--- src/hdl/fct_pkg.sv ---
// Package for the frustum cull tester: item kinds, sequencer states,
// the plane word layout and the control structs shared by the modules.
// No dependencies.
`default_nettype none

package fct_pkg;

    // Default configuration.
    localparam int DEF_NUM_PLANES = 6;
    localparam int DEF_FRAC_BITS  = 16;

    // Fixed field widths.
    localparam int COORD_W = 32;              // one Q16.16 input value
    localparam int EXT_W   = COORD_W + 1;     // centre +/- half-extent
    localparam int PROD_W  = COORD_W + EXT_W; // exact coefficient product

    // Item kinds.
    typedef enum logic [2:0] {
        KIND_LOAD   = 3'd0,
        KIND_POINT  = 3'd1,
        KIND_SPHERE = 3'd2,
        KIND_CBOX   = 3'd3,
        KIND_MMBOX  = 3'd4
    } t_kind;

    // Sequencer states.
    typedef enum logic [1:0] {
        ST_IDLE,
        ST_RUN,
        ST_WAIT,
        ST_RESULT
    } t_state;

    // One stored plane: a*x + b*y + c*z + d.
    typedef struct packed {
        logic signed [COORD_W-1:0] a;
        logic signed [COORD_W-1:0] b;
        logic signed [COORD_W-1:0] c;
        logic signed [COORD_W-1:0] d;
    } t_plane;

    // Sequencer to datapath controls.
    typedef struct packed {
        logic start; // latch the test item and clear the cull flag
        logic re;    // a plane read is issued this cycle
        logic last;  // the issued read is the last plane
    } t_ctl;

    // Datapath to sequencer status.
    typedef struct packed {
        logic fin;    // the last plane has been evaluated
        logic culled; // some plane culls the shape
    } t_stat;

endpackage

`default_nettype wire

--- src/hdl/fct_plane_mem.sv ---
// Plane store: a synchronous memory of plane words with registered read
// data, plus one valid bit per plane so that unwritten planes read as zero.
// Depends on fct_pkg.
`default_nettype none

module fct_plane_mem #(
    parameter int NUM_PLANES = fct_pkg::DEF_NUM_PLANES,
    parameter int AW         = 3
) (
    input  wire                 i_clk,
    input  wire                 i_rst_n,
    input  wire                 i_we,
    input  wire [AW-1:0]        i_waddr,
    input  fct_pkg::t_plane     i_wdata,
    input  wire                 i_re,
    input  wire [AW-1:0]        i_raddr,
    output fct_pkg::t_plane     o_rdata
);
    import fct_pkg::*;

    t_plane                r_mem [NUM_PLANES];
    logic [NUM_PLANES-1:0] r_valid;
    t_plane                r_rdata;
    logic                  r_rok;

    // Memory write and registered read. Loads and tests never overlap, so
    // no forwarding between the ports is needed.
    always_ff @(posedge i_clk) begin
        if (i_we) begin
            r_mem[i_waddr] <= i_wdata;
        end
        if (i_re) begin
            r_rdata <= r_mem[i_raddr];
        end
    end

    // Written flags: reset returns every plane to all zero.
    always_ff @(posedge i_clk) begin
        if (!i_rst_n) begin
            r_valid <= '0;
            r_rok   <= 1'b0;
        end else begin
            if (i_we) begin
                r_valid[i_waddr] <= 1'b1;
            end
            if (i_re) begin
                r_rok <= r_valid[i_raddr];
            end
        end
    end

    assign o_rdata = r_rok ? r_rdata : '0;

endmodule

`default_nettype wire

--- config.mk ---
export PLATFORM = sky130hd
export DESIGN_NAME = fct_plane_mem
export DESIGN_NICKNAME = d
export VERILOG_FILES = /design/src/hdl/fct_pkg.sv /design/src/hdl/fct_plane_mem.sv
export SDC_FILE = /design/constraint.sdc
export NUM_CORES = 1
export LEC_CHECK = 0
export BUFFER_PORTS_ARGS = -buffer_cell sky130_fd_sc_hd__clkbuf_2
export CELL_PAD_IN_SITES_DETAIL_PLACEMENT = 1
export CELL_PAD_IN_SITES_GLOBAL_PLACEMENT = 2
export CORE_ASPECT_RATIO = 2
export CORE_MARGIN = 2
export CORE_UTILIZATION = 30
export DETAILED_ROUTE_END_ITERATION = 10
export HOLD_SLACK_MARGIN = 0.05
export PLACE_DENSITY_LB_ADDON = 0.05
export SYNTH_ARGS = -nofsm -noshare
export SYNTH_HDL_FRONTEND = slang
export SYNTH_SLANG_ARGS = --single-unit
--- constraint.sdc ---
create_clock -name i_clk -period 17.4 [get_ports i_clk]
set_input_delay 3.48 -clock i_clk [delete_from_list [all_inputs] [get_ports i_clk]]
set_output_delay 3.48 -clock i_clk [all_outputs]
set_load 0.005 [all_outputs]
==> impl_results.md <==
- Outcome: finished clean
- Kind of critical path: flip-flop to primary output
- Dpl ws: 10,460 ps
- Post-synthesis cell area: 33,780 sq um
- Buffers added on ports: 265
- Max_cap viols: 0
- Net Sw Frac: 0.2148
- Fraction of layout cells with a size suffix above 1: 0.2682
- R2R depth: 4
- Drt wl/cell: 24.78 um
- Final WL: 86,970 um
- Crit path largest cell delay: 670 ps
- Vias in the first global route: 18,630
- Pin count of the biggest net entering global routing: 165
- Yosys reg bits: 903
- Crit path capture: o_rdata[11]
- Fmax achieved: 0.1513 GHz
- H-tree depth: 3
- Final WS setup: 10,790 ps
- Clock Tree Buf Depth: 3
- Cell with the largest stage delay on the worst path: buf_4
- CP Data Arrival Time: 3130 ps
- Pre-antenna DRT Iters: 4
- Setup Fix Bufs, Post-CTS: 0
- Seq pwr share: 0.546
- Final net count: 2,081
- Vias per cell: 4.657
- Cells along the critical path: buf_4 > buf_4 > and2_1 > clkbuf_2
- Clock Sinks: 903
- Ports: 266
- Syn Inst Count: 1,653
- Worst-Margin Slew: 1021 ps
- Total gr overflow: 0
- Leading cell type in the layout, fill and taps excluded: edfxtp_1
- YS warnings: 0
- HPWL after detailed placement: 43,670 um
- Max_slew headroom: 0.3195
- Startpoint Class: flip-flop
- Post-synthesis sequential area ratio: 0.8007
- Fillers: 11,040
- Core area: 112,100 sq um
- NetSw: 0.9855 mW
- Mean cell area of the mapped netlist: 20.43 sq um
- Netlist cell types: 24
- Final core utilization: 0.3524
- CP top delay family: buffers and inverters
- Final min period: 6609 ps
- Clock power share: 0.404
- Worst flop-to-flop path endpoint: r_rok
- CP Capture Type: primary output
- WP depth: 4
- Final setup violation count: 0
- TritonCTS clock tree: yes
- Synth Net Count: 1,791
- Layout area overhead: 16.97%
- Worst VDD drop: 80.18 uV
- Worst Path Max Fanout: 46
- DIE AREA: 115,500 sq um
- Clock input transition at the sequential cells of the worst setup and hold paths: 60 ps
- First-pass GRT wire length: 127,600 um
- GR Util All Layers: 0.1539
- Starting density of the core: 0.3013
- Worst clock skew: 19.47 ps
- RSZ-0062 raised after global routing: no
- Commonest non-fill, non-tap cells in the layout: 896 x edfxtp_1, 261 x clkbuf_2, 130 x mux2i_1
- CTS root buf: clkbuf_16
- Reg-to-Reg Start: r_rok
- Tightest Hold Check Type: flip-flop to flip-flop
- Slew Viols, Final: 0
- Row count: 174
- Buf+Inv Stages, Crit Path: 3
- DRC viols: 0
- RD Place Congestion: 0.6701
- Vias: 16,350
- Cell internal pwr: 3.602 mW
- Critical path data required time: 13,920 ps
- Combinational share of power: 0.050
- Chip Height: 478.5 um
- Hold buffer count at cts: 0
- Pleak: 13.32 nW
- Chip width: 241.3 um
- Final hold viol count: 0
- Most used cell, CP: buf_4
- Power per Cell Area: 116.1 nW/um^2
- Cts repair resizes: 0
- R2r setup slk: 14,950 ps
- Tcrit/Tclk final: 0.3798
- CTS Buf Count: 87
- DR iter-0 viols: 754
- Clk_lat worst skew: 680 ps
- Initial antenna violation count: 18
- Antenna viol nets, final: 0
- Setup TNS Final: 0 ps
- Critical Path Source: r_rok
## metrics by stage
step	cell area [sq um]	instances	power, mW	hold slack, ps
after global placement	36810	3350	2.786	441.5
after global routing	39500	3507	4.762	497.2
after floorplan	33780	1653	2.683	435.2
final	39510	3510	4.587	472.2
after CTS	39500	3506	4.678	474.3
after detailed placement	36810	3350	2.795	459.2
## cell type report
class / count / area [sq um] / area share
sequential: 903 / 27050 / 0.6846
clock buffer: 114 / 2364 / 0.05982
timing repair buffer: 288 / 1607 / 0.04066
tap: 1496 / 1872 / 0.04737
antenna: 4 / 10.01 / 0.0002533
multi-input combinational: 663 / 6282 / 0.1590
clock inverter: 42 / 327.8 / 0.008297
## flip-flops by register name, indices dropped and copies added, names as in the netlist
register / cells
r_rok: 1
r_rdata: 128
r_mem: 768
r_valid: 6
## synthesized netlist by cell type (all sizes together)
master	count	share of area
o21ai	1	0.00015
a31oi	1	0.00019
a21oi	128	0.019
nand2b	3	0.00056
nor2	130	0.014
edfxtp	896	0.80
o32a	1	0.00030
mux2i	130	0.039
dfxtp	7	0.0041
buf	43	0.0093
nand2	1	0.00011
and4b	1	0.00030
mux4	128	0.085
and2	128	0.024
clkbuf	44	0.0050
mux2	1	0.00033
o21a	6	0.0013
nand3b	1	0.00022
nor3b	1	0.00022
nor3	2	0.00030
## power groups by stage
stage / combinational (mW) / clock [mW] / sequential, mW
floorplan: 0.132 / 0 / 2.55
global placement: 0.239 / 0 / 2.55
detailed placement: 0.243 / 0 / 2.55
CTS: 0.243 / 1.93 / 2.51
global route: 0.260 / 1.99 / 2.51
finish: 0.231 / 1.85 / 2.50
## how the worst min path moves through the flow
stage                           from         end  slack [ps]  depth (start not counted)
after global routing      r_valid[1]  r_valid[1]         500                          1
final                     r_valid[4]  r_valid[4]         470                          1
after floorplan           r_valid[5]  r_valid[5]         440                          1
after CTS                 r_valid[3]  r_valid[3]         470                          1
after global placement    r_valid[5]  r_valid[5]         440                          1
after detailed placement  r_valid[3]  r_valid[3]         460                          1
## per-layer routing
metal / wire length, um / track usage
met1: 35690 / 0.1860
met4: 1561 / 0.04312
met5: 180 / 0
met2: 44140 / 0.2666
met3: 5389 / 0.04329
## logic make-up (layout without fill, tap and decap cells)
logic type,after synthesis,in the layout,synth area share
other,0,4,0
AOI/OAI and AO/OA,137,137,0.02093
muxes,259,259,0.1242
buffers and inverters,87,444,0.01434
DFF,903,903,0.8007
and+or+nand+nor,267,267,0.03986
No activity file was read; power rests on OpenSTA's default activity.
