$ cat config.mk
export PLATFORM = sky130hd
export DESIGN_NAME = fct_seq_flat
export DESIGN_NICKNAME = d
export VERILOG_FILES = /design/src/hdl/fct_pkg.sv /design/src/hdl/fct_if.sv /design/src/hdl/fct_seq.sv /design/src/flat_wrapper.sv
export SDC_FILE = /design/constraint.sdc
export NUM_CORES = 1
export LEC_CHECK = 0
export BUFFER_PORTS_ARGS = -buffer_cell sky130_fd_sc_hd__buf_2
export CORE_AREA = 2 2 85 87
export CTS_CLUSTER_DIAMETER = 50
export DETAILED_ROUTE_END_ITERATION = 10
export DIE_AREA = 0 0 87 89
export PLACE_DENSITY = 0.59
export RECOVER_POWER = 50
export SYNTH_ARGS = -nofsm -noshare
export SYNTH_HDL_FRONTEND = slang
export SYNTH_SLANG_ARGS = --single-unit
$ cat constraint.sdc
create_clock -name i_clk -period 1.2 [get_ports i_clk]
set_input_delay 0.12 -clock i_clk [delete_from_list [all_inputs] [get_ports i_clk]]
set_output_delay 0.12 -clock i_clk [all_outputs]
set_load 0.005 [all_outputs]
$ cat src/hdl/fct_pkg.sv
// Package for the frustum cull tester: item kinds, sequencer states,
// the plane word layout and the control structs shared by the modules.
// No dependencies.
`default_nettype none

package fct_pkg;

    // Default configuration.
    localparam int DEF_NUM_PLANES = 6;
    localparam int DEF_FRAC_BITS  = 16;

    // Fixed field widths.
    localparam int COORD_W = 32;              // one Q16.16 input value
    localparam int EXT_W   = COORD_W + 1;     // centre +/- half-extent
    localparam int PROD_W  = COORD_W + EXT_W; // exact coefficient product

    // Item kinds.
    typedef enum logic [2:0] {
        KIND_LOAD   = 3'd0,
        KIND_POINT  = 3'd1,
        KIND_SPHERE = 3'd2,
        KIND_CBOX   = 3'd3,
        KIND_MMBOX  = 3'd4
    } t_kind;

    // Sequencer states.
    typedef enum logic [1:0] {
        ST_IDLE,
        ST_RUN,
        ST_WAIT,
        ST_RESULT
    } t_state;

    // One stored plane: a*x + b*y + c*z + d.
    typedef struct packed {
        logic signed [COORD_W-1:0] a;
        logic signed [COORD_W-1:0] b;
        logic signed [COORD_W-1:0] c;
        logic signed [COORD_W-1:0] d;
    } t_plane;

    // Sequencer to datapath controls.
    typedef struct packed {
        logic start; // latch the test item and clear the cull flag
        logic re;    // a plane read is issued this cycle
        logic last;  // the issued read is the last plane
    } t_ctl;

    // Datapath to sequencer status.
    typedef struct packed {
        logic fin;    // the last plane has been evaluated
        logic culled; // some plane culls the shape
    } t_stat;

endpackage

`default_nettype wire

$ cat src/hdl/fct_if.sv
// Handshake interfaces of the frustum cull tester: the input item channel
// and the result channel. Depends on fct_pkg for field widths.
`default_nettype none

interface fct_in_if;
    import fct_pkg::*;

    logic                      valid;
    logic                      ready;
    logic [2:0]                kind;
    logic [2:0]                plane_index;
    logic signed [COORD_W-1:0] ax;
    logic signed [COORD_W-1:0] ay;
    logic signed [COORD_W-1:0] az;
    logic signed [COORD_W-1:0] bx;
    logic signed [COORD_W-1:0] by;
    logic signed [COORD_W-1:0] bz;

    modport source (output valid, kind, plane_index, ax, ay, az, bx, by, bz,
                    input ready);
    modport sink   (input valid, kind, plane_index, ax, ay, az, bx, by, bz,
                    output ready);
endinterface

interface fct_out_if;
    logic valid;
    logic ready;
    logic visible;

    modport source (output valid, visible, input ready);
    modport sink   (input valid, visible, output ready);
endinterface

`default_nettype wire

$ cat src/hdl/fct_seq.sv
// Sequencer: input handshake, plane loads, the plane read sweep for a
// test item and the result register. Depends on fct_pkg and fct_if.
`default_nettype none

module fct_seq #(
    parameter int NUM_PLANES = fct_pkg::DEF_NUM_PLANES,
    parameter int AW         = 3
) (
    input  wire              i_clk,
    input  wire              i_rst_n,
    fct_in_if.sink           i_in,
    fct_out_if.source        o_out,
    input  fct_pkg::t_stat   i_stat,
    output fct_pkg::t_ctl    o_ctl,
    output logic [AW-1:0]    o_raddr,
    output logic             o_we,
    output logic [AW-1:0]    o_waddr
);
    import fct_pkg::*;

    localparam int IDX_W = (AW > 3) ? AW : 3;

    t_state           r_state, n_state;
    logic [AW-1:0]    r_cnt, n_cnt;
    logic             r_out_valid, n_out_valid;
    logic             r_visible, n_visible;
    logic             w_accept, w_out_free, w_last;
    logic [IDX_W-1:0] w_idx;

    assign w_accept   = i_in.valid && (r_state == ST_IDLE);
    assign w_out_free = !r_out_valid || o_out.ready;
    assign w_last     = (r_cnt == AW'(NUM_PLANES - 1));
    assign w_idx      = IDX_W'(i_in.plane_index);

    // State, sweep counter and result register.
    always_ff @(posedge i_clk) begin
        if (!i_rst_n) begin
            r_state     <= ST_IDLE;
            r_cnt       <= '0;
            r_out_valid <= 1'b0;
        end else begin
            r_state     <= n_state;
            r_cnt       <= n_cnt;
            r_out_valid <= n_out_valid;
        end
    end

    always_ff @(posedge i_clk) begin
        r_visible <= n_visible;
    end

    // Next state, memory controls and result loading.
    always_comb begin
        n_state     = r_state;
        n_cnt       = r_cnt;
        n_out_valid = r_out_valid && !o_out.ready;
        n_visible   = r_visible;
        o_ctl       = '0;
        o_we        = 1'b0;
        o_waddr     = w_idx[AW-1:0];
        o_raddr     = r_cnt;
        unique case (r_state)
            ST_IDLE: begin
                if (w_accept) begin
                    case (t_kind'(i_in.kind)) inside
                        KIND_LOAD: begin
                            o_we = ({2'b00, w_idx} < (IDX_W + 2)'(NUM_PLANES));
                        end
                        KIND_POINT, KIND_SPHERE, KIND_CBOX, KIND_MMBOX: begin
                            o_ctl.start = 1'b1;
                            n_cnt       = '0;
                            n_state     = ST_RUN;
                        end
                        default: ;
                    endcase
                end
            end
            ST_RUN: begin
                o_ctl.re   = 1'b1;
                o_ctl.last = w_last;
                if (w_last) begin
                    n_state = ST_WAIT;
                end else begin
                    n_cnt = r_cnt + 1'b1;
                end
            end
            ST_WAIT: begin
                if (i_stat.fin) begin
                    if (w_out_free) begin
                        n_out_valid = 1'b1;
                        n_visible   = !i_stat.culled;
                        n_state     = ST_IDLE;
                    end else begin
                        n_state = ST_RESULT;
                    end
                end
            end
            ST_RESULT: begin
                if (w_out_free) begin
                    n_out_valid = 1'b1;
                    n_visible   = !i_stat.culled;
                    n_state     = ST_IDLE;
                end
            end
            default: n_state = ST_IDLE;
        endcase
    end

    assign i_in.ready    = (r_state == ST_IDLE);
    assign o_out.valid   = r_out_valid;
    assign o_out.visible = r_visible;

endmodule

`default_nettype wire

$ cat src/flat_wrapper.sv
// flat-port wrapper written by rule: the top's interface ports become plain ports
module fct_seq_flat import fct_pkg::*;
#(
    parameter int NUM_PLANES = fct_pkg::DEF_NUM_PLANES,
    parameter int AW         = 3
)
  (i_clk, i_rst_n, i_stat, o_ctl, o_raddr, o_we, o_waddr, i_in_valid, i_in_kind, i_in_plane_index, i_in_ax, i_in_ay, i_in_az, i_in_bx, i_in_by, i_in_bz, i_in_ready, o_out_valid, o_out_visible, o_out_ready);
  fct_in_if i_in_i ();
  fct_out_if o_out_i ();
  input  wire i_clk;
  input  wire i_rst_n;
  input  fct_pkg::t_stat i_stat;
  output fct_pkg::t_ctl o_ctl;
  output logic [AW-1:0] o_raddr;
  output logic o_we;
  output logic [AW-1:0] o_waddr;
  input wire logic [$bits(i_in_i.valid)-1:0] i_in_valid;
  input wire logic [$bits(i_in_i.kind)-1:0] i_in_kind;
  input wire logic [$bits(i_in_i.plane_index)-1:0] i_in_plane_index;
  input wire logic [$bits(i_in_i.ax)-1:0] i_in_ax;
  input wire logic [$bits(i_in_i.ay)-1:0] i_in_ay;
  input wire logic [$bits(i_in_i.az)-1:0] i_in_az;
  input wire logic [$bits(i_in_i.bx)-1:0] i_in_bx;
  input wire logic [$bits(i_in_i.by)-1:0] i_in_by;
  input wire logic [$bits(i_in_i.bz)-1:0] i_in_bz;
  output wire logic [$bits(i_in_i.ready)-1:0] i_in_ready;
  output wire logic [$bits(o_out_i.valid)-1:0] o_out_valid;
  output wire logic [$bits(o_out_i.visible)-1:0] o_out_visible;
  input wire logic [$bits(o_out_i.ready)-1:0] o_out_ready;
  assign i_in_i.valid = i_in_valid;
  assign i_in_i.kind = i_in_kind;
  assign i_in_i.plane_index = i_in_plane_index;
  assign i_in_i.ax = i_in_ax;
  assign i_in_i.ay = i_in_ay;
  assign i_in_i.az = i_in_az;
  assign i_in_i.bx = i_in_bx;
  assign i_in_i.by = i_in_by;
  assign i_in_i.bz = i_in_bz;
  assign i_in_ready = i_in_i.ready;
  assign o_out_valid = o_out_i.valid;
  assign o_out_visible = o_out_i.visible;
  assign o_out_i.ready = o_out_ready;
  fct_seq #(.NUM_PLANES(NUM_PLANES), .AW(AW)) u_core (.i_clk(i_clk), .i_rst_n(i_rst_n), .i_in(i_in_i), .o_out(o_out_i), .i_stat(i_stat), .o_ctl(o_ctl), .o_raddr(o_raddr), .o_we(o_we), .o_waddr(o_waddr));
endmodule
==> flow_summary_export.csv <==
group,metric,value,unit
timing,final.period_utilization,101,%
run_status,violations,"setup timing",
layout,fillers,754,
placement,dp_hpwl,1130,microns
detailed_routing,antenna_left,0,
cts,cts_tree,"done",
synth,post-synth-top-area-fraction,25.7,%
synth,synth_cells,59,
detailed_routing,drc,0,
grt,grt_start_max_net_pins,8,
synth,yosysSeqAreaShare,32.2,%
placement,gp_congestion,0.747,
critical_path,crit_path_start,"u_core.o_raddr[1]$_SDFFE_PN0P_",
timing,relSlewSlack,80.0,%
die,top_level_ports,217,
critical_path,path_max_fanout,4,
critical_path,cp.required,1.08,ns
critical_path,timing.critical_path.to,"o_ctl[0]",
run_status,status,"finished, violations left",
synth,synth_ff_type,"dfxtp_1",
synth,synth_top_area_cell,"dfxtp_1",
layout,final_area,875,sq um
detailed_routing,wire_per_inst,8.69,microns
cts,clk_pin_slew,0.04,ns
grt,antenna_found_initial,0,
detailed_routing,first_pass_iters,4,
layout,area_growth,87.4,%
synth,synth_area_leaders,"dfxtp_1, nor2b_1, a21oi_1",
critical_path,reg2reg_depth,5,
critical_path,crit_arrival,1.09,ns
synth,synthArstFlopShare,0,%
die,start_util,6.95,%
detailed_routing,vias,544,
synth,synth_area,467,sq um
die,die_width,87,microns
timing,fin_ws,-0.00998,ns
layout,nets,300,
synth,avgSynthCellArea,7.91,sq um
critical_path,path_buf_inv,4,
die,rows,30,
synth,ys_seq_elements,7,
power,vdd_drop_max,0.000159,V
synth,synth_nets,265,
critical_path,crit_type,"register to primary output",
critical_path,path_cells,"inv_2 -> ha_4 -> buf_4 -> nand3_2 -> inv_1 -> buf_2",
die,fp.coreArea,0.00672,sq mm
cts,clk_path_buf_depth,2,
timing,finalMaxSlewViolations,0,
synth,synth_edf_count,1,
grt,track_usage,4.14,%
synth,synth_warnings,0,
critical_path,cp-end-kind,"primary output",
timing,min_period,1.21,ns
cts,cts-root-buf,"clkbuf_8",
die,die_h,89,microns
layout,drive_gt1_share,57.0,%
timing,setup_viol,3,
cts,clock_latency,0.22,ns
grt,grt.overflow.total,0,
timing,finalHoldViolCount,0,
placement,place_area,734,sq um
critical_path,critPathSlowestCell,"dfxtp_2",
detailed_routing,routed_wl,1500,microns
detailed_routing,drt_iter0_markers,5,
placement,numPortBuffers,22,
die,dieArea,0.00774,sq mm
power,p_per_area,791,mW/mm^2
run,cap_violations,0,
synth,yosysUniqueCellTypes,24,
timing,finClkSkew,0.000772,ns
power,p_leak,0.377,nW
grt,grt_pass1_wl,2450,microns
detailed_routing,viasPerCell,3.14,
critical_path,worst-path-stages,6,
cts,numCtsBuffers,3,
cts,h-tree-depth,1,
critical_path,r2r_end,"u_core.r_state[0]$_SDFFE_PN0P_",
grt,first_global_vias,509,
critical_path,cp_top_family,"flip-flops",
synth,ys_top_cells_by_count,"a21oi_1, dfxtp_1, nor2_1, nor2b_1, o21ai_1",
cts,cts.sinks,7,
timing,fmax,826,MHz
hold_path,hold_class,"input pin to register",
timing,tns,-0.0205,ns
hold_path,whs_path_depth,2,
critical_path,reg2reg_slack,-0.01,ns
critical_path,critPathLaunchType,"register",
timing,rsz0062_at_grt,"yes",
timing,worst_pin_slew,0.300,ns
layout,antenna_cells,0,
critical_path,timing.rr.start,"u_core.o_raddr[1]$_SDFFE_PN0P_",
critical_path,slowest_delay,0.32,ns
worst min-delay path by stage:
stage | start | endpoint | slack [ns]
finish | i_stat[0] | u_core.o_out.visible$_DFFE_PP_ | 0.13
global route | i_stat[0] | u_core.o_out.visible$_DFFE_PP_ | 0.14
detailed placement | i_in_plane_index[0] | o_waddr[0] | 0.24
global placement | i_in_plane_index[0] | o_waddr[0] | 0.24
floorplan | i_stat[0] | u_core.o_out.visible$_DFFE_PP_ | 0.25
CTS | i_stat[0] | u_core.o_out.visible$_DFFE_PP_ | 0.12
worst reg2reg max path, stage by stage (launching register included):
cell and delay [ns]:
dfxtp_2 0.32, inv_2 0.04, ha_4 0.16, a21oi_4 0.12, o2bb2ai_1 0.14, mux2_4 0.31
cell families (layout without fill, tap and decap cells):
logic type | Yosys count | in the layout | synth area share [%]
muxes | 1 | 1 | 2.41
adders and majority gates | 2 | 2 | 5.36
buffers and inverters | 9 | 43 | 10.5
AOI/OAI and AO/OA | 18 | 18 | 22.3
and+or+nand+nor | 22 | 22 | 27.3
DFF | 7 | 7 | 32.2
where the power goes:
part | switching, W | internal [W]
clock | 0.0000966 | 0.000229
sequential | 0.00000621 | 0.000240
combinational | 0.0000557 | 0.0000637
total | 0.000158 | 0.000533
registers in the layout, summed over array words and instances, names as in the netlist:
signal	flops
u_core.o_out.valid	1
u_core.r_state	2
u_core.o_raddr	3
u_core.o_out.visible	1
area by class of cell:
class	count	area [sq um]	area share [%]
Clock buffer	4	45.0	5.15
Inverter	5	18.8	2.15
Multi-Input combinational cell	43	343	39.2
Sequential cell	7	160	18.3
Tap cell	80	100	11.4
Timing Repair Buffer	34	208	23.7
cell usage in the layout, fill, tap and decap left out:
| master | synthesis | routed |
|---|---|---|
| o21ai_0 | 3 | 3 |
| clkbuf_1 | 0 | 4 |
| nand3b_1 | 2 | 2 |
| and2_1 | 1 | 1 |
| ha_4 | 0 | 1 |
| nor3_1 | 1 | 1 |
| buf_6 | 0 | 3 |
| a311oi_1 | 1 | 1 |
| a31oi_1 | 1 | 1 |
| and3_1 | 2 | 2 |
| ha_2 | 0 | 1 |
| clkbuf_8 | 0 | 3 |
| nand2_1 | 1 | 1 |
| dfxtp_4 | 0 | 2 |
| or3_4 | 1 | 1 |
| buf_4 | 4 | 9 |
| dfxtp_2 | 0 | 2 |
| inv_1 | 4 | 3 |
| nor2_4 | 0 | 1 |
| a21oi_1 | 6 | 5 |
| o21ai_1 | 5 | 5 |
| nor2b_4 | 0 | 3 |
| nor2_1 | 6 | 5 |
| edfxtp_1 | 1 | 1 |
| inv_2 | 1 | 2 |
| a2111oi_2 | 0 | 1 |
| mux2_4 | 0 | 1 |
| buf_2 | 0 | 19 |
| nor2b_1 | 5 | 2 |
| nand3_2 | 1 | 3 |
| o2bb2ai_1 | 1 | 1 |
| a21oi_4 | 0 | 1 |
| dfxtp_1 | 6 | 2 |
timing repair:
| action | 4_1_cts | 5_1_grt |
|---|---|---|
| resized for setup | 13 | 8 |
| endpoints found under the setup margin | 7 | 8 |
| pin swaps | 4 | 2 |
| hold buffers | 0 | 0 |
| setup buffers | 2 | 1 |
routing by layer:
layer / track usage [%] / wire, microns
met5: 0 / 0
met4: 2.56 / 21
met3: 1.29 / 65
met2: 6.32 / 729
met1: 5.06 / 686
through the flow:
stage                     util [%]  power, W  std cells  setup WS (ns)  hold WS, ns
after floorplan                  -  0.000306         59        -0.0326        0.251
after global placement        10.9  0.000352        166         -0.104        0.240
after detailed placement      10.9  0.000353        166         -0.110        0.240
after CTS                     12.4  0.000690        172        -0.0332        0.125
after global routing          13.0  0.000732        173        -0.0836        0.140
final                         13.0  0.000692        173       -0.00998        0.132
(Power assumes the default switching activity.)
